## src/rtl/core/hti_pkg.sv

```systemverilog
package hti_pkg;

  localparam int HEIGHT_BITS = 16;
  localparam int FRAC_BITS   = 8;
  localparam int POINT_BITS  = 16;
  localparam int INDEX_BITS  = 6;
  localparam int CFG_BITS    = 7;
  localparam int WGT_W       = FRAC_BITS + 1;
  localparam int ACC_W       = HEIGHT_BITS + WGT_W + 1;
  localparam int QUEUE_DEPTH = 4;
  localparam int TDATA_W     = 64;

  localparam logic [WGT_W:0] ONE = (WGT_W + 1)'(1 << FRAC_BITS);
  localparam logic [FRAC_BITS-1:0] HALF = FRAC_BITS'(1 << (FRAC_BITS - 1));

  localparam logic CMD_WRITE = 1'b0;
  localparam logic CMD_QUERY = 1'b1;

  localparam logic CFG_GRID_COLUMNS = 1'b0;
  localparam logic CFG_GRID_ROWS    = 1'b1;

  function automatic int entry_bits(input int aw);
    return 2 + 3 * aw + HEIGHT_BITS + 3 * WGT_W;
  endfunction

endpackage

```

## src/rtl/core/hti_front.sv

```systemverilog
module hti_front #(
  parameter int MAX_COLUMNS = 64,
  parameter int MAX_ROWS    = 64,
  parameter int AW          = 12
) (
  input  logic                                     s_tvalid,
  output logic                                     s_tready,
  input  logic                                     command,
  input  logic [hti_pkg::INDEX_BITS-1:0]           write_column,
  input  logic [hti_pkg::INDEX_BITS-1:0]           write_row,
  input  logic signed [hti_pkg::HEIGHT_BITS-1:0]   height_value,
  input  logic signed [hti_pkg::POINT_BITS-1:0]    point_x,
  input  logic signed [hti_pkg::POINT_BITS-1:0]    point_y,
  input  logic [hti_pkg::CFG_BITS-1:0]             grid_columns,
  input  logic [hti_pkg::CFG_BITS-1:0]             grid_rows,
  input  logic                                     full,
  output logic                                     push,
  output logic [hti_pkg::entry_bits(AW)-1:0]       push_data
);

  localparam int CB = hti_pkg::CFG_BITS;
  localparam int WW = hti_pkg::WGT_W;
  localparam int FB = hti_pkg::FRAC_BITS;
  localparam int CFG_MAX = (1 << CB) - 1;
  localparam logic [CB-1:0] EXT_X = CB'(MAX_COLUMNS > CFG_MAX ? CFG_MAX : MAX_COLUMNS);
  localparam logic [CB-1:0] EXT_Y = CB'(MAX_ROWS > CFG_MAX ? CFG_MAX : MAX_ROWS);

  typedef struct packed {
    logic                                   query;
    logic                                   wr_en;
    logic [AW-1:0]                          addr0;
    logic [AW-1:0]                          addr1;
    logic [AW-1:0]                          addr2;
    logic signed [hti_pkg::HEIGHT_BITS-1:0] wr_data;
    logic [WW-1:0]                          w0;
    logic [WW-1:0]                          w1;
    logic [WW-1:0]                          w2;
  } entry_t;

  function automatic logic [CB-1:0] extent_m1(input logic [CB-1:0] r,
                                              input logic [CB-1:0] lim);
    logic [CB-1:0] e;
    e = r;
    if (r == '0) begin
      e = CB'(1);
    end else if (r > lim) begin
      e = lim;
    end
    return e - 1'b1;
  endfunction

  // truncate toward zero: floor plus one for negative values with a fraction
  function automatic logic signed [FB:0] trunc_idx(input logic signed [15:0] p);
    return $signed({p[15], p[15:8]}) + $signed({{FB{1'b0}}, p[15] && (p[7:0] != '0)});
  endfunction

  function automatic logic [CB-1:0] clamp_idx(input logic signed [FB:0] v,
                                              input logic [CB-1:0] lim);
    logic [CB-1:0] c;
    if (v < 0) begin
      c = '0;
    end else if (v[FB-1:0] > FB'(lim)) begin
      c = lim;
    end else begin
      c = v[CB-1:0];
    end
    return c;
  endfunction

  function automatic logic [WW-1:0] frac_off(input logic signed [15:0] p,
                                             input logic [CB-1:0] idx);
    logic signed [17:0] d;
    logic [WW-1:0]      f;
    d = 18'(p) - $signed(18'({idx, {FB{1'b0}}}));
    if (d < 0) begin
      f = '0;
    end else if (d > $signed(18'(hti_pkg::ONE))) begin
      f = WW'(hti_pkg::ONE);
    end else begin
      f = d[WW-1:0];
    end
    return f;
  endfunction

  function automatic logic [AW-1:0] cell_addr(input logic [CB-1:0] col,
                                              input logic [CB-1:0] row);
    return AW'(AW'(row) * AW'(MAX_COLUMNS)) + AW'(col);
  endfunction

  logic [CB-1:0]         wm1;
  logic [CB-1:0]         hm1;
  logic signed [FB:0]    xi;
  logic signed [FB:0]    yi;
  logic [CB-1:0]         x0;
  logic [CB-1:0]         x1;
  logic [CB-1:0]         y0;
  logic [CB-1:0]         y1;
  logic [WW-1:0]         dx;
  logic [WW-1:0]         dy;
  logic [WW:0]           dsum;
  logic                  upper;
  entry_t                e;

  assign s_tready  = !full;
  assign push      = s_tvalid && !full;
  assign push_data = e;

  always_comb begin
    wm1   = extent_m1(grid_columns, EXT_X);
    hm1   = extent_m1(grid_rows, EXT_Y);
    xi    = trunc_idx(point_x);
    yi    = trunc_idx(point_y);
    x0    = clamp_idx(xi, wm1);
    y0    = clamp_idx(yi, hm1);
    x1    = clamp_idx(xi + $signed((FB + 1)'(1)), wm1);
    y1    = clamp_idx(yi + $signed((FB + 1)'(1)), hm1);
    dx    = frac_off(point_x, x0);
    dy    = frac_off(point_y, y0);
    dsum  = (WW + 1)'(dx) + (WW + 1)'(dy);
    upper = dsum > hti_pkg::ONE;

    e         = '0;
    e.query   = command == hti_pkg::CMD_QUERY;
    e.wr_data = height_value;
    if (command == hti_pkg::CMD_WRITE) begin
      e.wr_en = (int'(write_column) < MAX_COLUMNS) && (int'(write_row) < MAX_ROWS);
      e.addr0 = AW'(AW'(write_row) * AW'(MAX_COLUMNS)) + AW'(write_column);
    end else if (upper) begin
      e.addr0 = cell_addr(x1, y1);
      e.w0    = WW'(dsum - hti_pkg::ONE);
      e.addr1 = cell_addr(x1, y0);
      e.w1    = WW'(hti_pkg::ONE - (WW + 1)'(dy));
      e.addr2 = cell_addr(x0, y1);
      e.w2    = WW'(hti_pkg::ONE - (WW + 1)'(dx));
    end else begin
      e.addr0 = cell_addr(x0, y0);
      e.w0    = WW'(hti_pkg::ONE - dsum);
      e.addr1 = cell_addr(x1, y0);
      e.w1    = dx;
      e.addr2 = cell_addr(x0, y1);
      e.w2    = dy;
    end
  end

endmodule

```

## config.mk

```make
export PLATFORM = sky130hd
export DESIGN_NAME = hti_front
export DESIGN_NICKNAME = d
export VERILOG_FILES = /design/src/rtl/core/hti_pkg.sv /design/src/rtl/core/hti_front.sv
export SDC_FILE = /design/constraint.sdc
export NUM_CORES = 1
export LEC_CHECK = 0
export ABC_CLOCK_PERIOD_IN_PS = 8800
export BUFFER_PORTS_ARGS = -buffer_cell sky130_fd_sc_hd__clkbuf_2
export CORE_AREA = 2 2 127 92
export DETAILED_ROUTE_END_ITERATION = 16
export DIE_AREA = 0 0 129 94
export PLACE_DENSITY = 0.71
export SLEW_MARGIN = 20
export SYNTH_ARGS = -nofsm -noshare
export SYNTH_HDL_FRONTEND = slang
export SYNTH_SLANG_ARGS = --single-unit
```

## constraint.sdc

```tcl
create_clock -name vclk -period 8.8
set_clock_uncertainty 0.15 [all_clocks]
set_input_delay 0 -clock vclk [all_inputs]
set_output_delay 0 -clock vclk [all_outputs]
set_load 0.02 [all_outputs]
```

==> run_results.csv <==
group,metric,value,unit
critical_path,crit_required,8650,ps
floorplanning,floorplan.initialDensity,0.4455,
cells_and_area,utilization,0.5822,
global_routing,globalRouteOverflowTotal,0,
critical_path,crit_type,"input pin to primary output",
power,cellLeakagePower,2.956,nW
synth,synth_top_family_by_area,"simple AND/OR/NAND/NOR gates",
sta,rsz0062_at_grt,"yes",
cells_and_area,areaGrowthSynthToFinish,30.70,%
synth,synth_top_area_frac,0.1709,
global_routing,grt_max_degree,25,
floorplanning,die_h,94,µm
sta,min_period_over_period,0.9533,
synth,synth_mux_area_frac,0.03598,
run_status,status,"finished, final reports clean",
sta,setup_viol,0,
synth,synth_area_leaders,"ha_1 (17%), xnor2_1 (6.9%), nor2_1 (6.4%)",
floorplanning,rows,32,
global_routing,antenna_found_initial,0,
global_routing,grt_pass1_wl,25.42,mm
critical_path,crit_arrival,8240,ps
cells_and_area,most-common-layout-cells,"clkbuf_2 (124), nor2_1 (79), ha_1 (60)",
synth,synth_nets,848,
routing,wire_per_inst,16.24,µm
min_path,min_path_type,"input pin to primary output",
routing,vias,5811,
critical_path,path_max_fanout,6,
cells_and_area,insertedDiodeCount,0,
synth,synthesis.area,0.004833,mm²
cells_and_area,finalNetCount,1016,
global_routing,grt_pass1_vias,5138,
routing,drt_iter0_drc,571,
cells_and_area,design.seq.count,0,
synth,synth-simple-area-share,0.3125,
synth,syn_inst,702,
synth,synthAdderAreaFrac,0.1874,
cells_and_area,seq_area,0,µm²
placement,globalplace.congestion,0.9666,
floorplanning,die_area,0.01213,mm²
floorplanning,io-pin-count,160,
synth,ys_seq_area_frac,0,
routing,drc,0,
sta,slew_viol_final,0,
placement,port_buffers,128,
power,peakVddDrop,0.00002508,V
synth,synth_area_per_cell,6.885,µm²
routing,drtPass1Iterations,5,
critical_path,cpPeakStageDelay,440,ps
critical_path,startpoint_type,"input pin",
job,drv_cap,0,
synth,synth_area_leader_cell,"ha_1",
placement,dp_hpwl,13.56,mm
cells_and_area,fillers,1034,
sta,hold_ws,112.9,ps
sta,max_slew_margin,0.4400,
power,total_power,410.2,µW
critical_path,slowest_stage,"or4_4",
routing,wl,16.58,mm
sta,hold_viol_final,0,
global_routing,track_usage,0.2550,
critical_path,critPathLaunch,"point_y[2]",
synth,synth_compound_area_frac,0.2457,
power,power_density,64.94,mW/mm²
routing,ant_nets,0,
synth,synth_cell_type_count,75,
sta,final.setup.worst_slack,411.1,ps
routing,viasPerCell,5.691,
critical_path,endpoint_kind,"primary output",
synth,synth-xor-area-share,0.1276,
cells_and_area,clock_buffers,0,
sta,fmax,0.1192,GHz
sta,min_period,8389,ps
floorplanning,coreArea,0.01085,mm²
cells_and_area,final_common_cell,"clkbuf_2",
critical_path,cp-endpoint,"push_data[68]",
floorplanning,die_w,129,µm
placement,dp_slack,-351.3,ps
cells_and_area,drive_gt1_frac,0.3134,
sta,worstMarginPinSlew,833.0,ps
critical_path,cp_common_cell,"nor2_1",
synth,synth_warnings,0,
==> layout make-up <==
class	instances	area (µm²)	area share
Multi-Input combinational cell	613	4658	0.7374
Timing Repair Buffer	204	1276	0.2020
Inverter	51	191.4	0.03030
Tap cell	153	191.4	0.03030
==> synthesized netlist by cell type, types with 19 or more instances <==
master,instances
and2_1,25
o21ai_0,34
inv_1,51
nand3_1,27
nand2_1,60
ha_1,66
a21oi_1,33
xnor2_1,38
nor3_1,20
nor2_1,82
buf_4,19
xor2_1,23
==> worst max-delay path, delay by kind of cell <==
family | cells | cell delay [ps]
buf+inv | 6 | 810
fa+ha+maj | 6 | 1560
compound gates | 14 | 2590
xor+xnor | 1 | 200
simple gates | 16 | 3080
==> kinds of logic (layout without fill, tap and decap cells) <==
logic type               count (synthesis)  in the layout
AND/OR/NAND/NOR                        294            294
AO/OA/AOI/OAI                          166            166
buffers and inverters                   89            255
adder cells (fa/ha/maj)                 71             71
XOR/XNOR                                65             65
multiplexers                            17             17
==> per-stage QoR <==
step | cell area (µm²) | instances | setup TNS (ps)
2_1_floorplan | 4881 | 702 | -28.16
3_3_place_gp | 5832 | 994 | -3004
3_5_place_dp | 5832 | 994 | -7410
4_1_cts | 6032 | 1012 | 0
5_1_grt | 6317 | 1021 | -725.7
6_report | 6317 | 1021 | 0
==> where the power goes <==
part | switching (mW) | leakage [nW] | internal [mW]
registers | 0 | 0 | 0
logic | 0.242 | 2.96 | 0.168
clock network | 0 | 0 | 0
==> routing by layer <==
metal	GRT usage	wire length [µm]
met5	0	0
met3	0.02563	1687
met4	0.01540	116
met1	0.4076	8053
met2	0.3770	6720
==> worst min path at each step <==
stage                    startpoint  cells after the start  slack, ps             to
global placement    height_value[1]                      0       -150  push_data[28]
detailed placement  height_value[1]                      0       -150  push_data[28]
global route                   full                      3        120           push
CTS                            full                      3        110       s_tready
floorplan                      full                      1        -70       s_tready
finish                         full                      3        110       s_tready
==> what timing repair did <==
item / 4_1_cts / 5_1_grt
endpoints found under the setup margin: 37 / 38
endpoints found under the hold margin: 16 / 0
setup buffers: 2 / 9
pin swaps: 3 / 17
hold buffers: 16 / 0
gates resized for setup: 7 / 68
Power figures use the tool's default switching activity.
