**src/rtl/core/hti_pkg.sv**
```systemverilog
package hti_pkg;

  localparam int HEIGHT_BITS = 16;
  localparam int FRAC_BITS   = 8;
  localparam int POINT_BITS  = 16;
  localparam int INDEX_BITS  = 6;
  localparam int CFG_BITS    = 7;
  localparam int WGT_W       = FRAC_BITS + 1;
  localparam int ACC_W       = HEIGHT_BITS + WGT_W + 1;
  localparam int QUEUE_DEPTH = 4;
  localparam int TDATA_W     = 64;

  localparam logic [WGT_W:0] ONE = (WGT_W + 1)'(1 << FRAC_BITS);
  localparam logic [FRAC_BITS-1:0] HALF = FRAC_BITS'(1 << (FRAC_BITS - 1));

  localparam logic CMD_WRITE = 1'b0;
  localparam logic CMD_QUERY = 1'b1;

  localparam logic CFG_GRID_COLUMNS = 1'b0;
  localparam logic CFG_GRID_ROWS    = 1'b1;

  function automatic int entry_bits(input int aw);
    return 2 + 3 * aw + HEIGHT_BITS + 3 * WGT_W;
  endfunction

endpackage

```
**src/rtl/core/hti_queue.sv**
```systemverilog
module hti_queue #(
  parameter int W = 8
) (
  input  logic         clk,
  input  logic         rst,
  input  logic         push,
  input  logic [W-1:0] push_data,
  output logic         full,
  input  logic         pop,
  output logic         q_valid,
  output logic [W-1:0] q_data
);

  localparam int PW = $clog2(hti_pkg::QUEUE_DEPTH);

  logic [W-1:0]  slots [hti_pkg::QUEUE_DEPTH];
  logic [PW-1:0] wr_ptr;
  logic [PW-1:0] rd_ptr;
  logic [PW:0]   count;

  assign full    = count == (PW + 1)'(hti_pkg::QUEUE_DEPTH);
  assign q_valid = count != '0;
  assign q_data  = slots[rd_ptr];

  always_ff @(posedge clk) begin
    if (push) begin
      slots[wr_ptr] <= push_data;
    end
  end

  always_ff @(posedge clk) begin
    if (rst) begin
      wr_ptr <= '0;
      rd_ptr <= '0;
      count  <= '0;
    end else begin
      if (push) begin
        wr_ptr <= wr_ptr + 1'b1;
      end
      if (pop) begin
        rd_ptr <= rd_ptr + 1'b1;
      end
      case ({push, pop})
        2'b10:   count <= count + 1'b1;
        2'b01:   count <= count - 1'b1;
        default: count <= count;
      endcase
    end
  end

endmodule

```
**config.mk**
```make
export PLATFORM = sky130hd
export DESIGN_NAME = hti_queue
export DESIGN_NICKNAME = d
export VERILOG_FILES = /design/src/rtl/core/hti_pkg.sv /design/src/rtl/core/hti_queue.sv
export SDC_FILE = /design/constraint.sdc
export NUM_CORES = 1
export LEC_CHECK = 0
export BUFFER_PORTS_ARGS = -buffer_cell sky130_fd_sc_hd__buf_2
export CAP_MARGIN = 20
export CORE_ASPECT_RATIO = 0.7
export CORE_UTILIZATION = 35
export DETAILED_ROUTE_END_ITERATION = 8
export PLACE_DENSITY = 0.64
export SYNTH_ARGS = -nofsm -noshare
export SYNTH_HDL_FRONTEND = slang
export SYNTH_SLANG_ARGS = --single-unit
```
**constraint.sdc**
```tcl
create_clock -name clk -period 1.5 [get_ports clk]
set_input_delay 0.225 -clock clk [delete_from_list [all_inputs] [get_ports clk]]
set_output_delay 0.225 -clock clk [all_outputs]
set_load 0.01 [all_outputs]
```
==> results of run 1 <==
-- logic make-up (layout without fill, tap and decap cells) --
family	Yosys count	count (layout)	synth area share
flip-flops	41	41	0.720
AND/OR/NAND/NOR	15	15	0.0474
multiplexers	10	10	0.126
adder cells (fa/ha/maj)	6	6	0.0521
buffers and inverters	6	41	0.0197
XOR/XNOR	5	5	0.0277
AO/OA/AOI/OAI	2	2	0.00631
-- through the flow --
stage	std cells	setup slack (ps)	instance area (µm²)	hold slack, ps
floorplan	85	41.8	1580	324
global placement	167	-69.2	1820	441
detailed placement	167	-106	1820	445
CTS	175	-194	1960	142
global route	175	-221	1980	142
finish	175	-169	1980	154
-- layout make-up --
| type | count | area share |
|---|---|---|
| clock buffers | 5 | 0.0347 |
| clock inverters | 3 | 0.0328 |
| inverters | 3 | 0.00568 |
| multi-input cells | 38 | 0.209 |
| flip-flops and latches | 41 | 0.577 |
| well taps | 55 | 0.0347 |
| repair buffers | 30 | 0.106 |
-- state kept, by name, summed over array words and instances, names as in the netlist, named ones only --
register / flops
slots: 32
count: 3
rd_ptr: 2
wr_ptr: 2
-- layout by cell type, fill, tap and decap left out, drive strengths merged --
| master | n |
|---|---|
| and2 | 4 |
| clkbuf | 5 |
| nand2 | 1 |
| xor2 | 2 |
| bufinv | 2 |
| nor2 | 7 |
| mux4 | 8 |
| xnor2 | 3 |
| fa | 1 |
| clkinv | 1 |
| mux2i | 2 |
| dfxtp | 9 |
| edfxtp | 32 |
| buf | 30 |
| or3 | 2 |
| inv | 3 |
| ha | 5 |
| nor3b | 1 |
| o21ai | 1 |
| a21oi | 1 |
-- layer usage --
layer | up-vias | track usage
met2 | 18 | 0.187
met5 | - | 0
met3 | 5 | 0.0457
met4 | 0 | 0.0526
met1 | 413 | 0.154
li1 | 383 | -
-- path summary, 6_finish.rpt --
kind	start	endpoint	slack, ps	cells after the start
max	flop	q_data[5]	-170	3
min	push_data[7]	slots[0][7]	150	1
max reg2reg	count[0]	count[2]	130	4
min reg2reg	count[2]	count[2]	500	2
-- power by group through the flow --
stage          registers [mW]  clock network [mW]  logic, mW
6_report                 1.33                1.01      0.330
2_1_floorplan            1.34                   0      0.190
5_1_grt                  1.34                1.10      0.365
3_5_place_dp             1.35                   0      0.312
3_3_place_gp             1.35                   0      0.301
4_1_cts                  1.33                1.05      0.319
-- critical path: cells and delay by family, from the launching register on --
family	cells	cell delay (ps)
flops	1	340
buf+inv	2	300
mux	1	520
-- what timing repair did --
item                       in CTS  in global routing
resized for setup               2                  5
hold buffers                    0                  0
setup endpoints to repair       8                  9
buffers inserted                0                  0
==> results.py, run 1 <==
metrics = {
    "drt": {
        "wl_met2_um": 1240,
        "wl_um": 2500,
        "drtIter0Drc": 33,
        "drc_errors": 0,
        "route.met3.wl_um": 131,
        "ant_nets": 0,
        "dr_total_vias": 819,
        "wl_met1_um": 1110,
        "wl_per_cell_um": 14.3,
        "topRoutingLayerUsed": "met4",
        "dr.pass1.iters": 4,
        "avgViaCountPerCell": 4.68,
    },
    "timing": {
        "period_minus_slack_ps": 1670,
        "finalMaxSlewViolations": 0,
        "fmax_mhz": 599,
        "setup_tns_ps": -1120,
        "finClkSkew_ps": 4.10,
        "setup_violations": 8,
        "finalHoldViolCount": 0,
        "rsz0062_at_grt": "true",
        "period_share": 1.11,
        "final.setup.worst_slack_ps": -169,
        "slew_headroom": 0.869,
        "worst_pin_slew_ps": 195,
    },
    "floorplanning": {
        "start_util": 0.366,
        "core-area_um2": 4330,
        "dieArea_um2": 4800,
        "die_x_um": 82.4,
        "ios": 22,
        "die_h_um": 58.3,
        "rows": 20,
    },
    "worst_setup_path": {
        "worstSetupPathType": "flop to output port",
        "end_kind": "output port",
        "cp.arrival_ps": 1440,
        "critPathMaxFanout": 8,
        "crit_chain": "buf_12, mux4_2, buf_2",
        "slowest_delay_ps": 520,
        "required_ps": 1270,
        "crit_slowest_cell": "mux4_2",
        "worstSetupStartpointType": "flop",
    },
    "layout": {
        "finish.utilization": 0.458,
        "regArea_um2": 1140,
        "drive_above_1_share": 0.408,
        "layout.nets": 137,
        "multi_input_area_um2": 414,
        "diodes": 0,
        "area_growth_pct": 25.1,
        "n_fill_cell": 403,
    },
    "pwr": {
        "p_leak_nw": 0.740,
        "peakVddDrop_mv": 0.539,
        "power_density_nw_per_um2": 1350,
        "clockPowerShare": 0.379,
        "p_comb_frac": 0.123,
        "internal_power_mw": 2.13,
        "seq_power_share": 0.497,
        "power_switching_mw": 0.537,
        "finalPower_mw": 2.67,
        "switching_share": 0.201,
    },
    "clocking": {
        "cts_tree": "done",
        "clk_pin_slew_worst_paths_ps": 70,
        "clk_path_buf_depth": 2,
        "cts-root-buf": "clkbuf_8",
        "clk_latency_ps": 280,
        "htreeDepth": 2,
        "clock-sinks": 41,
        "cts_inserted_buffers": 5,
    },
    "synth": {
        "syn-instance-count": 85,
        "synthArstFlopShare": 0,
        "synth_fp_nets": 103,
        "synth_largest_area_cell": "edfxtp_1",
        "netlist_area_um2": 1580,
        "ys.flop_type": "edfxtp_1",
        "ys_seq_area_frac": 0.720,
        "postSynthAreaPerCell_um2": 18.6,
        "synth_common_cells": "32 x edfxtp_1, 9 x dfxtp_1, 8 x mux4_2",
        "ys_seq_elements": 41,
        "synth.most_common_cell": "edfxtp_1",
        "ys_types": 19,
        "yosys.area.top_type_share": 0.607,
        "synth_enable_flop_cells": 32,
        "ys_warn_count": 0,
        "synth_area_leaders": "edfxtp_1 61%, dfxtp_1 11%, mux4_2 11%",
    },
    "grt": {
        "antenna_found_initial": 0,
        "grt_pass1_vias": 849,
        "grt_pass1_wl_um": 3900,
        "grt_max_degree": 14,
        "grt_overflow": 0,
        "track_usage": 0.122,
    },
    "min_path": {
        "hold_path_class": "primary input to flop",
    },
    "place": {
        "place_congestion": 0.658,
        "portBuffers": 21,
        "dpl.hpwl_um": 1730,
    },
    "outcome": {
        "violations": "negative setup slack",
        "status": "finished with violations",
    },
    "run": {
        "cap_violations": 0,
    },
}
(Power assumes the default switching activity.)
==> run 2, diff against run 1 <==
--- a/config.mk
+++ b/config.mk
@@ -10,7 +10,6 @@
 export CORE_ASPECT_RATIO = 0.7
 export CORE_UTILIZATION = 35
 export DETAILED_ROUTE_END_ITERATION = 8
-export PLACE_DENSITY = 0.64
 export SYNTH_ARGS = -nofsm -noshare
 export SYNTH_HDL_FRONTEND = slang
 export SYNTH_SLANG_ARGS = --single-unit
==> run 2 against run 1 <==
Against the previous run: the run still ends with negative setup slack left; power fell by 8.2%; die area did not move; non-clock buffer count did not move; critical path depth did not move; design area fell by 0.82%; register-to-register slack got worse by 30 ps; via count fell by 1.7%; flip-flop and latch count did not move; final cell count did not move; sequential power barely moved; hold slack got worse by 4.2 ps; count of clock-buffer cells in the layout rose by 2; critical endpoint is now q_data[6].
==> results.py, run 2 (synthesis results as in run 1) <==
metrics = {
    "floorplanning": {
        "ios": 22,
        "die_x_um": 82.4,
        "rows": 20,
        "die_h_um": 58.3,
        "dieArea_um2": 4800,
        "core-area_um2": 4330,
        "start_util": 0.366,
    },
    "grt": {
        "grt_pass1_vias": 797,
        "grt_overflow": 0,
        "grt_max_degree": 14,
        "track_usage": 0.123,
        "antenna_found_initial": 0,
        "grt_pass1_wl_um": 3950,
    },
    "clocking": {
        "clk_path_buf_depth": 2,
        "cts-root-buf": "clkbuf_8",
        "htreeDepth": 2,
        "cts_inserted_buffers": 5,
        "clk_pin_slew_worst_paths_ps": 70,
        "postCtsSetupRepairBufs": 0,
        "cts_tree": "done",
        "clock-sinks": 41,
        "clk_latency_ps": 290,
    },
    "layout": {
        "diodes": 0,
        "largest_registers": "slots x32, count x3",
        "regMostFlops": "slots",
        "finish.utilization": 0.454,
        "area_growth_pct": 24.1,
        "fin_cells": 175,
        "drive_above_1_share": 0.400,
        "regArea_um2": 1150,
        "multi_input_area_um2": 414,
        "final_cell_mix": "32 x edfxtp_1, 15 x buf_2, 8 x mux4_2, 8 x buf_4",
        "largest_register_ffs": 32,
        "layout.nets": 137,
        "mostFrequentLayoutCell": "edfxtp_1",
        "n_fill_cell": 393,
    },
    "place": {
        "portBuffers": 21,
        "dpl.hpwl_um": 1710,
        "dp_cells": 167,
        "place_congestion": 0.697,
    },
    "worst_setup_path": {
        "r2r_start": "count[0]",
        "reg2reg_depth": 4,
        "required_ps": 1270,
        "crit_chain": "buf_12, mux4_2, buf_6",
        "slowest_delay_ps": 520,
        "crit_slowest_cell": "mux4_2",
        "r2r-end": "count[2]",
        "worstSetupPathType": "flop to output port",
        "critPathMaxFanout": 8,
        "worstSetupStartpointType": "flop",
        "ff2ff_setup_slack_ps": 100,
        "end_kind": "output port",
        "cp.arrival_ps": 1430,
    },
    "min_path": {
        "whs_endpoint": "slots[0][7]",
        "hold_path_class": "primary input to flop",
        "min-delay-start": "push_data[7]",
        "min_path_cells": 1,
    },
    "drt": {
        "wl_um": 2450,
        "drtIter0Drc": 33,
        "wl_per_cell_um": 14.0,
        "ant_nets": 0,
        "avgViaCountPerCell": 4.60,
        "dr_total_vias": 805,
        "drc_errors": 0,
        "dr.pass1.iters": 4,
    },
    "timing": {
        "finClkSkew_ps": 1.33,
        "worst_pin_slew_ps": 192,
        "period_share": 1.10,
        "slew_headroom": 0.872,
        "setup_tns_ps": -1070,
        "finalHoldViolCount": 0,
        "fmax_mhz": 606,
        "final.setup.worst_slack_ps": -151,
        "period_minus_slack_ps": 1650,
        "rsz0062_at_grt": "true",
        "finalMaxSlewViolations": 0,
        "setup_violations": 8,
    },
    "run": {
        "cap_violations": 0,
    },
    "pwr": {
        "peakVddDrop_mv": 0.445,
        "power_density_nw_per_um2": 1250,
        "finalPower_mw": 2.45,
        "p_leak_nw": 0.730,
    },
    "outcome": {
        "status": "finished with violations",
        "violations": "negative setup slack",
    },
}
==> run 2: stage by stage <==
step	hold WS [ps]	setup WS (ps)	instance area, µm²
2_1_floorplan	324	41.8	1580
3_3_place_gp	434	-71.2	1820
3_5_place_dp	442	-118	1820
4_1_cts	138	-178	1940
5_1_grt	131	-221	1970
6_report	150	-151	1970
==> run 2: worst max-delay path: cells and delay by family, from the launching register on <==
kind,cells,cell delay [ps]
buffers and inverters,2,280
DFF,1,340
muxes,1,520
==> run 2: power by group <==
part           internal (mW)  switching [mW]
sequential              1.30          0.0354
combinational          0.188           0.152
clock                  0.426           0.355
==> run 2: per-layer routing <==
| layer | vias up | GRT usage | wire length (µm) |
|---|---|---|---|
| met1 | 397 | 0.158 | 1120 |
| met5 | - | 0 | 0 |
| met4 | 0 | 0.0702 | 44 |
| met2 | 17 | 0.182 | 1170 |
| met3 | 6 | 0.0441 | 120 |
| li1 | 385 | - | - |
==> run 2: worst max-delay path by stage <==
stage	cells after the start	start	to	slack [ps]
after floorplan	6	push	count[2]	40
after global placement	7	push	count[2]	-70
after detailed placement	7	push	count[2]	-120
after CTS	3	flop	q_data[6]	-180
after global routing	3	flop	q_data[6]	-220
final	3	flop	q_data[6]	-150
==> run 2: timing repair <==
| action | in CTS | in global routing |
|---|---|---|
| cloned | 0 | 0 |
| gates resized for setup | 4 | 6 |
| setup endpoints to repair | 8 | 9 |
| hold buffers | 0 | 0 |
| hold endpoints to repair | 0 | 0 |
==> run 2: layout make-up <==
type	count	area share
flip-flops and latches	41	0.583
multi-input cells	38	0.211
repair buffers	30	0.113
clock buffers	7	0.0496
well taps	55	0.0350
inverters	3	0.00573
clock inverters	1	0.00255
